$ cat src/rtl/gdd_pkg.sv
package gdd_pkg;

   // Widths of the datapath.
   localparam int unsigned YEAR_W = 14;
   localparam int unsigned YB_W   = 15;
   localparam int unsigned MUL_AW = 15;
   localparam int unsigned MUL_BW = 11;
   localparam int unsigned PROD_W = 23;
   localparam int unsigned QUO_W  = 8;
   localparam int unsigned ACC_W  = 25;
   localparam int unsigned DIFF_W = 23;

   // Year bias: the day count starts 400 years before year 1.
   localparam logic [YB_W-1:0] YEAR_BIAS = 15'd399;

   // x / 25 == (x * RECIP_25) >> RECIP_SHIFT for every x below 4196.
   localparam logic [MUL_BW-1:0] RECIP_25      = 11'd1311;
   localparam int unsigned       RECIP_SHIFT   = 15;
   localparam logic [MUL_BW-1:0] YEARS_CENTURY = 11'd100;
   localparam logic [MUL_BW-1:0] DAYS_PER_YEAR = 11'd365;

   localparam logic [4:0] FEB_LEAP_LEN = 5'd29;
   localparam logic [3:0] MONTH_FEB    = 4'd2;
   localparam logic [3:0] MONTH_DEC    = 4'd12;

   localparam logic signed [ACC_W-1:0] DD_MAX = 25'sd4194303;
   localparam logic signed [ACC_W-1:0] DD_MIN = -25'sd4194304;

   typedef struct packed {
      logic [YEAR_W-1:0] first_year;
      logic [3:0]        first_month;
      logic [4:0]        first_day;
      logic [YEAR_W-1:0] second_year;
      logic [3:0]        second_month;
      logic [4:0]        second_day;
      logic              include_end_day;
   } req_type;

   typedef struct packed {
      logic signed [DIFF_W-1:0] day_difference;
      logic                     date_invalid;
   } rsp_type;

   typedef enum logic [3:0] {
      ST_IDLE,
      ST_MUL_Y,
      ST_MUL_C,
      ST_MUL_B,
      ST_MUL_365,
      ST_ADD_P,
      ST_ADD_Q,
      ST_ADD_R,
      ST_ADD_D,
      ST_FINISH,
      ST_DONE
   } state_type;

   // Length of a month in a common year; zero for codes that are not months.
   function automatic logic [4:0] month_len(input logic [3:0] m);
      logic [4:0] len;
      unique case (m)
         4'd1, 4'd3, 4'd5, 4'd7, 4'd8, 4'd10, 4'd12: len = 5'd31;
         4'd4, 4'd6, 4'd9, 4'd11:                    len = 5'd30;
         4'd2:                                       len = 5'd28;
         default:                                    len = 5'd0;
      endcase
      return len;
   endfunction

   // Days in the months before month m of a common year.
   function automatic logic [8:0] days_before(input logic [3:0] m);
      logic [8:0] n;
      unique case (m)
         4'd2:    n = 9'd31;
         4'd3:    n = 9'd59;
         4'd4:    n = 9'd90;
         4'd5:    n = 9'd120;
         4'd6:    n = 9'd151;
         4'd7:    n = 9'd181;
         4'd8:    n = 9'd212;
         4'd9:    n = 9'd243;
         4'd10:   n = 9'd273;
         4'd11:   n = 9'd304;
         4'd12:   n = 9'd334;
         default: n = 9'd0;
      endcase
      return n;
   endfunction

endpackage

$ cat src/rtl/gregorian_day_difference_top.sv
// Gregorian day difference. Each request carries two dates (year, month,
// day) and an include-end-day flag; the response gives the signed number of
// days from the first date to the second, plus one when the flag is set, so
// a second date earlier than the first yields a negative count. Each date is
// turned into a day count from an epoch 400 years before year 1 (365 days a
// year plus the 4/100/400 leap corrections plus the day of year), and the
// two counts are subtracted. A date with a month outside 1 to 12, a day of
// zero or a day past the end of its month sets date_invalid and forces the
// difference to zero. Years are used as given, year 0 counting as a leap
// year; a difference beyond the 23-bit signed range saturates. One request
// is processed at a time by a single shared multiplier and a single shared
// accumulator under a small sequencer: eight steps per date, one step for
// the end-day flag and one to load the output register; that last step
// waits while the register holds a response not yet taken. The output
// register lets a new request enter while the previous response still waits.
module gregorian_day_difference_top (
   input  logic            clock,
   input  logic            reset,
   input  logic            req_valid,
   output logic            req_ready,
   input  gdd_pkg::req_type req_data,
   output logic            rsp_valid,
   input  logic            rsp_ready,
   output gdd_pkg::rsp_type rsp_data
);

   // Sequencer state and the captured request.
   gdd_pkg::state_type state_ff, state_in;
   gdd_pkg::req_type   req_ff;
   logic               sel_ff, sel_in;

   // Shared multiplier and its result register.
   logic [gdd_pkg::MUL_AW-1:0] mul_a;
   logic [gdd_pkg::MUL_BW-1:0] mul_b;
   logic [gdd_pkg::MUL_AW+gdd_pkg::MUL_BW-1:0] mul_full;
   logic [gdd_pkg::PROD_W-1:0] prod_ff, prod_in;
   logic                       prod_en;

   // Quotients and leap flag of the date being worked on.
   logic [gdd_pkg::QUO_W-1:0] qy_ff, q100b_ff;
   logic                      leap_ff, leap_in;

   // Shared accumulator.
   logic signed [gdd_pkg::ACC_W-1:0] acc_ff, acc_in;
   logic [gdd_pkg::PROD_W-1:0]       term;
   logic                             acc_en, term_neg;

   logic bad_ff, bad_in;

   // Output register.
   logic             rsp_valid_ff, rsp_valid_in;
   gdd_pkg::rsp_type rsp_data_ff, rsp_data_in;
   logic             rsp_load;

   // Fields of the date currently selected.
   logic [gdd_pkg::YEAR_W-1:0] y_cur;
   logic [3:0]                 m_cur;
   logic [4:0]                 d_cur;
   logic [gdd_pkg::YB_W-1:0]   yb_cur;
   logic [4:0]                 len_cur;
   logic                       date_ok;
   logic                       req_fire;
   logic signed [gdd_pkg::ACC_W-1:0] sat_value;

   assign req_ready = (state_ff == gdd_pkg::ST_IDLE);
   assign req_fire  = req_valid && req_ready;
   assign rsp_valid = rsp_valid_ff;
   assign rsp_data  = rsp_data_ff;

   assign y_cur  = sel_ff ? req_ff.second_year  : req_ff.first_year;
   assign m_cur  = sel_ff ? req_ff.second_month : req_ff.first_month;
   assign d_cur  = sel_ff ? req_ff.second_day   : req_ff.first_day;
   assign yb_cur = gdd_pkg::YB_W'(y_cur) + gdd_pkg::YEAR_BIAS;

   // The month length uses the leap flag found earlier in this date's pass.
   always_comb begin
      len_cur = gdd_pkg::month_len(m_cur);
      if (m_cur == gdd_pkg::MONTH_FEB && leap_ff) begin
         len_cur = gdd_pkg::FEB_LEAP_LEN;
      end
      date_ok = (m_cur != 4'd0) && (m_cur <= gdd_pkg::MONTH_DEC) &&
                (d_cur != 5'd0) && (d_cur <= len_cur);
   end

   assign mul_full = mul_a * mul_b;

   // Next state.
   always_comb begin
      state_in = state_ff;
      unique case (state_ff)
         gdd_pkg::ST_IDLE: begin
            if (req_valid) begin
               state_in = gdd_pkg::ST_MUL_Y;
            end
         end
         gdd_pkg::ST_MUL_Y:   state_in = gdd_pkg::ST_MUL_C;
         gdd_pkg::ST_MUL_C:   state_in = gdd_pkg::ST_MUL_B;
         gdd_pkg::ST_MUL_B:   state_in = gdd_pkg::ST_MUL_365;
         gdd_pkg::ST_MUL_365: state_in = gdd_pkg::ST_ADD_P;
         gdd_pkg::ST_ADD_P:   state_in = gdd_pkg::ST_ADD_Q;
         gdd_pkg::ST_ADD_Q:   state_in = gdd_pkg::ST_ADD_R;
         gdd_pkg::ST_ADD_R:   state_in = gdd_pkg::ST_ADD_D;
         gdd_pkg::ST_ADD_D: begin
            state_in = sel_ff ? gdd_pkg::ST_FINISH : gdd_pkg::ST_MUL_Y;
         end
         gdd_pkg::ST_FINISH:  state_in = gdd_pkg::ST_DONE;
         gdd_pkg::ST_DONE: begin
            if (!rsp_valid_ff || rsp_ready) begin
               state_in = gdd_pkg::ST_IDLE;
            end
         end
         default:             state_in = gdd_pkg::ST_IDLE;
      endcase
   end

   // Datapath controls for each step.
   always_comb begin
      mul_a    = '0;
      mul_b    = '0;
      prod_en  = 1'b0;
      term     = '0;
      acc_en   = 1'b0;
      term_neg = 1'b0;
      rsp_load = 1'b0;
      unique case (state_ff)
         gdd_pkg::ST_MUL_Y: begin
            // floor(y / 100) = floor((y / 4) / 25)
            mul_a   = gdd_pkg::MUL_AW'(y_cur[gdd_pkg::YEAR_W-1:2]);
            mul_b   = gdd_pkg::RECIP_25;
            prod_en = 1'b1;
         end
         gdd_pkg::ST_MUL_C: begin
            // Multiply the century back to test whether y divides by 100.
            mul_a   = gdd_pkg::MUL_AW'(prod_ff[gdd_pkg::PROD_W-1:gdd_pkg::RECIP_SHIFT]);
            mul_b   = gdd_pkg::YEARS_CENTURY;
            prod_en = 1'b1;
         end
         gdd_pkg::ST_MUL_B: begin
            mul_a   = gdd_pkg::MUL_AW'(yb_cur[gdd_pkg::YB_W-1:2]);
            mul_b   = gdd_pkg::RECIP_25;
            prod_en = 1'b1;
         end
         gdd_pkg::ST_MUL_365: begin
            mul_a   = yb_cur;
            mul_b   = gdd_pkg::DAYS_PER_YEAR;
            prod_en = 1'b1;
            term    = gdd_pkg::PROD_W'(yb_cur[gdd_pkg::YB_W-1:2]);
            acc_en  = 1'b1;
         end
         gdd_pkg::ST_ADD_P: begin
            term   = prod_ff;
            acc_en = 1'b1;
         end
         gdd_pkg::ST_ADD_Q: begin
            term   = gdd_pkg::PROD_W'(q100b_ff);
            acc_en = 1'b1;
         end
         gdd_pkg::ST_ADD_R: begin
            term   = gdd_pkg::PROD_W'(q100b_ff[gdd_pkg::QUO_W-1:2]);
            acc_en = 1'b1;
         end
         gdd_pkg::ST_ADD_D: begin
            term   = gdd_pkg::PROD_W'(gdd_pkg::days_before(m_cur)) +
                     gdd_pkg::PROD_W'((m_cur > gdd_pkg::MONTH_FEB) && leap_ff) +
                     gdd_pkg::PROD_W'(d_cur);
            acc_en = 1'b1;
         end
         gdd_pkg::ST_FINISH: begin
            term   = gdd_pkg::PROD_W'(req_ff.include_end_day);
            acc_en = 1'b1;
         end
         gdd_pkg::ST_DONE: begin
            rsp_load = !rsp_valid_ff || rsp_ready;
         end
         default: begin
         end
      endcase
      // The first date is subtracted, the second added; the century term
      // has the opposite sign of its date.
      if (state_ff != gdd_pkg::ST_FINISH) begin
         term_neg = (state_ff == gdd_pkg::ST_ADD_Q) ^ !sel_ff;
      end
   end

   // Register next values.
   always_comb begin
      prod_in = prod_en ? mul_full[gdd_pkg::PROD_W-1:0] : prod_ff;

      // Leap: divisible by 4, and not by 100 unless also by 400.
      leap_in = leap_ff;
      if (state_ff == gdd_pkg::ST_MUL_B) begin
         leap_in = (y_cur[1:0] == 2'b00) &&
                   ((prod_ff != gdd_pkg::PROD_W'(y_cur)) || (qy_ff[1:0] == 2'b00));
      end

      acc_in = acc_ff;
      if (req_fire) begin
         acc_in = '0;
      end else if (acc_en) begin
         acc_in = term_neg ? acc_ff - $signed({2'b00, term})
                           : acc_ff + $signed({2'b00, term});
      end

      bad_in = bad_ff;
      if (req_fire) begin
         bad_in = 1'b0;
      end else if (state_ff == gdd_pkg::ST_ADD_D) begin
         bad_in = bad_ff || !date_ok;
      end

      sel_in = sel_ff;
      if (req_fire) begin
         sel_in = 1'b0;
      end else if (state_ff == gdd_pkg::ST_ADD_D) begin
         sel_in = 1'b1;
      end

      priority if (acc_ff > gdd_pkg::DD_MAX) begin
         sat_value = gdd_pkg::DD_MAX;
      end else if (acc_ff < gdd_pkg::DD_MIN) begin
         sat_value = gdd_pkg::DD_MIN;
      end else begin
         sat_value = acc_ff;
      end

      rsp_data_in = rsp_data_ff;
      if (rsp_load) begin
         rsp_data_in.day_difference = bad_ff ? '0 : sat_value[gdd_pkg::DIFF_W-1:0];
         rsp_data_in.date_invalid   = bad_ff;
      end

      rsp_valid_in = rsp_load || (rsp_valid_ff && !rsp_ready);
   end

   always_ff @(posedge clock) begin
      if (reset) begin
         state_ff     <= gdd_pkg::ST_IDLE;
         rsp_valid_ff <= 1'b0;
         sel_ff       <= 1'b0;
      end else begin
         state_ff     <= state_in;
         rsp_valid_ff <= rsp_valid_in;
         sel_ff       <= sel_in;
      end
   end

   always_ff @(posedge clock) begin
      if (req_fire) begin
         req_ff <= req_data;
      end
      prod_ff <= prod_in;
      if (state_ff == gdd_pkg::ST_MUL_C) begin
         qy_ff <= prod_ff[gdd_pkg::PROD_W-1:gdd_pkg::RECIP_SHIFT];
      end
      if (state_ff == gdd_pkg::ST_MUL_365) begin
         q100b_ff <= prod_ff[gdd_pkg::PROD_W-1:gdd_pkg::RECIP_SHIFT];
      end
      leap_ff     <= leap_in;
      acc_ff      <= acc_in;
      bad_ff      <= bad_in;
      rsp_data_ff <= rsp_data_in;
   end

`ifndef SYNTHESIS
   // An accepted request always starts the first date's pass.
   a_start: assert property (@(posedge clock) disable iff (reset)
      req_fire |=> (state_ff == gdd_pkg::ST_MUL_Y) && !sel_ff)
      else $error("request accepted but sequencer did not start");

   // An invalid date never reports a nonzero difference.
   a_invalid_zero: assert property (@(posedge clock) disable iff (reset)
      (rsp_valid && rsp_data.date_invalid) |-> (rsp_data.day_difference == '0))
      else $error("invalid date with nonzero difference");

   // A new response only follows the final sequencer step.
   a_rsp_source: assert property (@(posedge clock) disable iff (reset)
      $rose(rsp_valid_ff) |-> $past(state_ff == gdd_pkg::ST_DONE))
      else $error("response raised outside the final step");
`endif

endmodule
$ cat config.mk
export PLATFORM = sky130hd
export DESIGN_NAME = gregorian_day_difference_top
export DESIGN_NICKNAME = d
export VERILOG_FILES = /design/src/rtl/gdd_pkg.sv /design/src/rtl/gregorian_day_difference_top.sv
export SDC_FILE = /design/constraint.sdc
export NUM_CORES = 1
export LEC_CHECK = 0
export ABC_AREA = 1
export BUFFER_PORTS_ARGS = -buffer_cell sky130_fd_sc_hd__buf_2
export CORE_MARGIN = 2
export CORE_UTILIZATION = 45
export CTS_BUF_LIST = sky130_fd_sc_hd__clkbuf_8
export DETAILED_ROUTE_END_ITERATION = 8
export SLEW_MARGIN = 40
export SYNTH_ARGS = -nofsm -noshare
export SYNTH_HDL_FRONTEND = slang
export SYNTH_SLANG_ARGS = --single-unit
$ cat constraint.sdc
create_clock -name clock -period 10.87 [get_ports clock]
set_input_delay 1.6305 -clock clock [delete_from_list [all_inputs] [get_ports clock]]
set_output_delay 1.6305 -clock clock [all_outputs]
set_load 0.01 [all_outputs]
Word-level counts from Yosys, hierarchy flattened:

Memories as Yosys holds them, arrays and structs flattened.
Index checks and enable logic that the tools add are counted.

* bits in registers: 137
* bits in read-only memories: 224
* input port bits: 51
* output and inout port bits: 26
* memories kept: 2

Memory list
* (name not given): words 16, width 9, read ports 1, clocked after Yosys merged registers in 0, wr ports 0, line gdd_pkg.sv:73 `unique case (m)`
* (name not given): words 16, width 5, read ports 1, clocked after Yosys merged registers in 0, wr ports 0, line gdd_pkg.sv:61 `unique case (m)`

* add/subtract/negate cells: 5
* multipliers: 1
* magnitude comparators: 5
* equal/unequal tests: 15
* muxes and demuxes: 19
* bitwise operators: 1
* reductions and logical operators: 27

Operators by type and width (count)
* 23-bit case mux with 6 select lines: 1
* 15-bit case mux with 4 select lines: 1
* 4-bit case mux with 11 select lines: 1
* 11-bit case mux with 3 select lines: 1
* 25-bit by 24-bit adder with 25-bit output: 1
* 25-bit by 23-bit > comparator with 1-bit output (second input constant): 1
* 25-bit by 23-bit less-than comparator with 1-bit output (second input constant): 1
* 25-bit 2-to-1 mux: 1
* 25-bit by 24-bit subtractor with 25-bit output: 1
* 15-bit by 11-bit multiplier with 23-bit output: 1
* 23-bit 2-to-1 mux: 1
* 23-bit by 14-bit inequality test with 1-bit output: 1
* 22-bit 2-to-1 mux: 1
* 4-bit by 3-bit == test with 1-bit output (second input constant): 4
* 4-bit 2-to-1 mux: 4
* 14-bit by 9-bit adder with 15-bit output (second input constant): 1
* 14-bit 2-to-1 mux: 1
* 4-bit by 2-bit == test with 1-bit output (second input constant): 3
* 4-bit == test (second input constant): 3
* 10-bit by 5-bit adder with 11-bit output: 1
* 9-bit by 1-bit adder with 10-bit output: 1
* 5-bit 2-to-1 mux: 2
* 9-bit 2-to-1 mux: 1
* 1-bit logical AND: 8
* other kinds (18): 31

Depth between registers and ports, before layout:

* depth in word-level cells: 8
* gate-level depth with buffers: 43
* depth with buffers taken out: 42

Least setup slack after synthesis:

No wires, ideal clock.

* path kind: reg2reg
* from: reg sel_ff
* to: reg prod_ff[22] in the netlist's numbering (data pin)
* setup time: 0.260 ns
* data arrival time: 6.142 ns
* data required time: 10.610 ns
* path slack: 4.468 ns
* stages on the path, launching flop included: 37
* period minus slack after synthesis: 6.402 ns
* path through: dfxtp_1 > buf_4 > nand2_1 > nand2_2 > inv_1 > ha_1 > nand3_2 > nand3_1 > nand2_1 > nand3_1 > o221ai_1 > inv_1 > nand2_1 > inv_1 > nor2_1 > fa_1 > fa_1 > inv_1 > fa_1 > inv_1 > fa_1 > inv_1 > fa_1 > inv_1 > ha_1 > a21oi_1 > o21ai_0 > a21oi_1 > o21ai_0 > a21boi_0 > o21bai_1 > nand3_1 > nand2_1 > a21oi_1 > nor2_1 > nor2_1 > xnor2_1

* longest elaborated chain between the ends: 4

RTL lines
* start: declaration: line gregorian_day_difference_top.sv:30 `logic sel_ff, sel_in;`
* start signal: assignment: line gregorian_day_difference_top.sv:243 `sel_ff <= sel_in;`
* 14-bit 2-to-1 mux (*): line gregorian_day_difference_top.sv:70 `assign y_cur = sel_ff ? req_ff.second_year : req_ff.first_year;`
* 14-bit by 9-bit adder with 15-bit output: line gregorian_day_difference_top.sv:73 `assign yb_cur = gdd_pkg::YB_W'(y_cur) + gdd_pkg::YEAR_BIAS;`
* 15-bit case mux with 4 select lines (*): line gregorian_day_difference_top.sv:125 `unique case (state_ff)`
* 15-bit by 11-bit multiplier with 23-bit output (*): line gregorian_day_difference_top.sv:85 `assign mul_full = mul_a * mul_b;`
* net mul_full, one bit: line gregorian_day_difference_top.sv:35 `logic [gdd_pkg::MUL_AW+gdd_pkg::MUL_BW-1:0] mul_full;`
* end signal: assignment: line gregorian_day_difference_top.sv:251 `prod_ff <= prod_in;`
* end: declaration: line gregorian_day_difference_top.sv:36 `logic [gdd_pkg::PROD_W-1:0] prod_ff, prod_in;`

Mark *: on every way through the listed nets, which the timed path passes. The rest lies on a longest branch.
A chain may end at the register's enable or synchronous reset.

Worst setup path in the final report:

Same ends and word-level chain as after synthesis.

==> impl_metrics.ini <==
[detailed_routing]
wl_per_cell_um = 15.65
drtIter0Drc = 660
totalWireLength_mm = 31.45
remaining_drc_errors = 0
postRouteAntennaNets = 0
dr.pass1.iters = 5
via_per_inst = 5.038
vias = 10121

[critical_path]
rrSetupSlack_ns = 3.45
critPathArrivalTime_ns = 7.63
r2r_start = sel_ff$_SDFFE_PP0P_
r2r_cells = 32
path_max_fanout = 29
slowest_stage = fa_1
worstPathRequired_ns = 11.08
end_kind = register
cpMostUsedCell = fa_1
max_stage_delay_ns = 0.55
worstSetupPathType = reg -> reg
cp-start-kind = register
r2r-end = prod_ff[22]$_DFFE_PP_

[power_and_ir_drop]
p_sw_mw = 1.025
p_leak_nw = 7.238
seq_power_share_pct = 31.9
p_int_mw = 1.321
sw_frac_of_total_pct = 43.70
p_clk_share_pct = 18.6
combPwrFrac_pct = 49.6
finalPower_mw = 2.346
p_per_area_nw_per_um2 = 168.5
vdd_drop_max_uv = 143.1

[timing]
tightestPinTransition_ns = 0.7768
setup_tns_ns = 0
setup_viol = 0
min_period_ns = 7.417
hold_violations = 0
slew_violations = 0
fmax_mhz = 134.8
clock_skew_ns = 0.01625
maxSlewHeadroom_pct = 48.08
finalCritPeriodShare_pct = 68.24
grt_setup_unrepaired = no

[yosys]
synth_edf_count = 105
synth_area_um2 = 12710
synthFlopType = edfxtp_1
yosysUniqueCellTypes = 55
synthAdderAreaFrac_pct = 25.71
syn-instance-count = 1535
syn_avg_cell_area_um2 = 8.282
synth_compound_area_share_pct = 10.61
synth_xor_area_share_pct = 4.891
synth_top_family_by_area = adder cells
yosys_register_bits = 137
muxShareOfSynthArea_pct = 0.07873
async_flop_share_pct = 0
yosys.area_share.simple_pct = 17.76
ys_warn_count = 0
ys_seq_area_share_pct = 29.84

[finish]
multi_input_area_um2 = 7531
mostFrequentLayoutCell = inv_1
nFillCells = 2726
syn2layout_area_growth_pct = 9.517
antennaDiodeCount = 0
fin_area_um2 = 13920
drive_gt1_share_pct = 10.97
layout_common_cells = inv_1 (334), nand2_1 (239), nor2_1 (134)
num-nets-final = 1878
utilization_pct = 50.12
fin_cells = 2009
seqCellArea_um2 = 3794

[clock_network]
root_buffer = clkbuf_8
cts.sinks = 137
cts_setup_buffers = 0
numCtsBuffers = 17
cts_resized = 0
cts_max_path_buffers = 2
clock_latency_ns = 0.46
cts_tree = done
cts_hold_buffers = 0
clkTransAtPathRegs_ns = 0.09
htreeDepth = 4

[global_routing]
grt_pass1_vias = 9998
gr-total-overflow = 0
track_usage_pct = 22.79
grt_max_degree = 50
antenna_found_initial = 0
grt_pass1_wl_mm = 52.14

[worst_hold_path]
hold_path_class = reg -> reg
hold_start = bad_ff$_SDFFE_PP0P_
min_to = rsp_data[0]$_DFFE_PP_
min_path_cells = 0

[placed_design]
port_buffers = 76
hpwl_mm = 26.09
place_area_um2 = 13520
dp_cells = 1977
gp_congestion = 0.9813

[floorplan]
core-area_um2 = 27780
rows = 61
io_pins = 77
die_y_um = 172.1
die-width_um = 172.1
die-area_um2 = 29610
initial_utilization_pct = 45.76

[job]
maxCapViolations = 0

[outcome]
status = finished, final reports clean
stage by stage:
stage,hold WS [ns],setup WS [ns]
5_1_grt,0.4489,2.768
3_3_place_gp,0.4162,3.561
4_1_cts,0.4463,3.401
3_5_place_dp,0.4202,3.415
6_report,0.4403,3.453
2_1_floorplan,0.4082,4.468
synth_stat cells (6+ instances only):
| cell type | number | area [um2] |
|---|---|---|
| inv_1 | 335 | 1257 |
| nand2_1 | 240 | 900.9 |
| nor2_1 | 135 | 506.7 |
| ha_1 | 122 | 1526 |
| a21oi_1 | 108 | 540.5 |
| edfxtp_1 | 105 | 3153 |
| fa_1 | 87 | 1742 |
| nand3_1 | 63 | 315.3 |
| o21ai_0 | 58 | 290.3 |
| xor2_1 | 45 | 394.1 |
| dfxtp_1 | 32 | 640.6 |
| xnor2_1 | 26 | 227.7 |
| nand2_2 | 18 | 112.6 |
| nor3_1 | 14 | 70.07 |
| clkbuf_1 | 12 | 45.04 |
| nand4_1 | 11 | 68.82 |
| inv_2 | 8 | 30.03 |
| o211ai_1 | 8 | 60.06 |
| o221ai_1 | 8 | 70.07 |
| o22ai_1 | 8 | 50.05 |
| nor4_1 | 7 | 43.79 |
| o21ai_2 | 7 | 61.31 |
| nand3_2 | 6 | 60.06 |
| or2_2 | 6 | 37.54 |
routing by layer:
layer | track usage (%) | part of all wire, % | vias up
met4 | 6.467 | 1.9 | 0
met3 | 2.632 | 5.0 | 38
met5 | 0 | 0 | -
met1 | 31.39 | 46 | 4719
li1 | - | - | 5088
met2 | 38.01 | 47 | 276
how the worst max path moves through the flow:
stage	end	slack, ns	startpoint
2_1_floorplan	prod_ff[22]$_DFFE_PP_	4.47	sel_ff$_SDFFE_PP0P_
3_3_place_gp	prod_ff[22]$_DFFE_PP_	3.56	sel_ff$_SDFFE_PP0P_
3_5_place_dp	prod_ff[22]$_DFFE_PP_	3.42	sel_ff$_SDFFE_PP0P_
4_1_cts	prod_ff[22]$_DFFE_PP_	3.40	sel_ff$_SDFFE_PP0P_
5_1_grt	prod_ff[22]$_DFFE_PP_	2.77	state_ff[1]$_SDFFE_PP0P_
6_report	prod_ff[22]$_DFFE_PP_	3.45	sel_ff$_SDFFE_PP0P_
registers in the layout (all words and copies together), names as in the netlist:
signal,flops
qy_ff,2
rsp_data,24
acc_ff,25
sel_ff,1
q100b_ff,8
state_ff,4
rsp_valid,1
leap_ff,1
bad_ff,1
req_ff,47
prod_ff,23
power by group through the flow:
stage	Sequential [mW]	Clock (mW)	Combinational [mW]
2_1_floorplan	0.728	0	0.880
3_5_place_dp	0.760	0	1.16
3_3_place_gp	0.761	0	1.15
4_1_cts	0.748	0.445	1.17
6_report	0.748	0.435	1.16
5_1_grt	0.755	0.467	1.36
kinds of logic after synthesis:
family,after synthesis
compound gates,233
xor+xnor,71
fa+ha+maj,209
buf+inv,366
flops,137
mux,1
other cells,2
simple gates,516
layout make-up:
class | count | area share [%]
clock buffers | 17 | 1.680
flip-flops and latches | 137 | 27.25
repair buffers | 82 | 3.055
inverters | 346 | 9.328
clock inverters | 15 | 1.204
multi-input cells | 1034 | 54.09
well taps | 378 | 3.397
critical path, delay by kind of cell (launching register included):
kind / cells / cell delay, ns
AO/OA/AOI/OAI: 10 / 1.95
XOR/XNOR: 1 / 0.07
adder cells (fa/ha/maj): 7 / 3.06
buffers and inverters: 5 / 0.62
flip-flops: 1 / 0.35
AND/OR/NAND/NOR: 9 / 1.13
No activity file was read; power rests on OpenSTA's default activity.
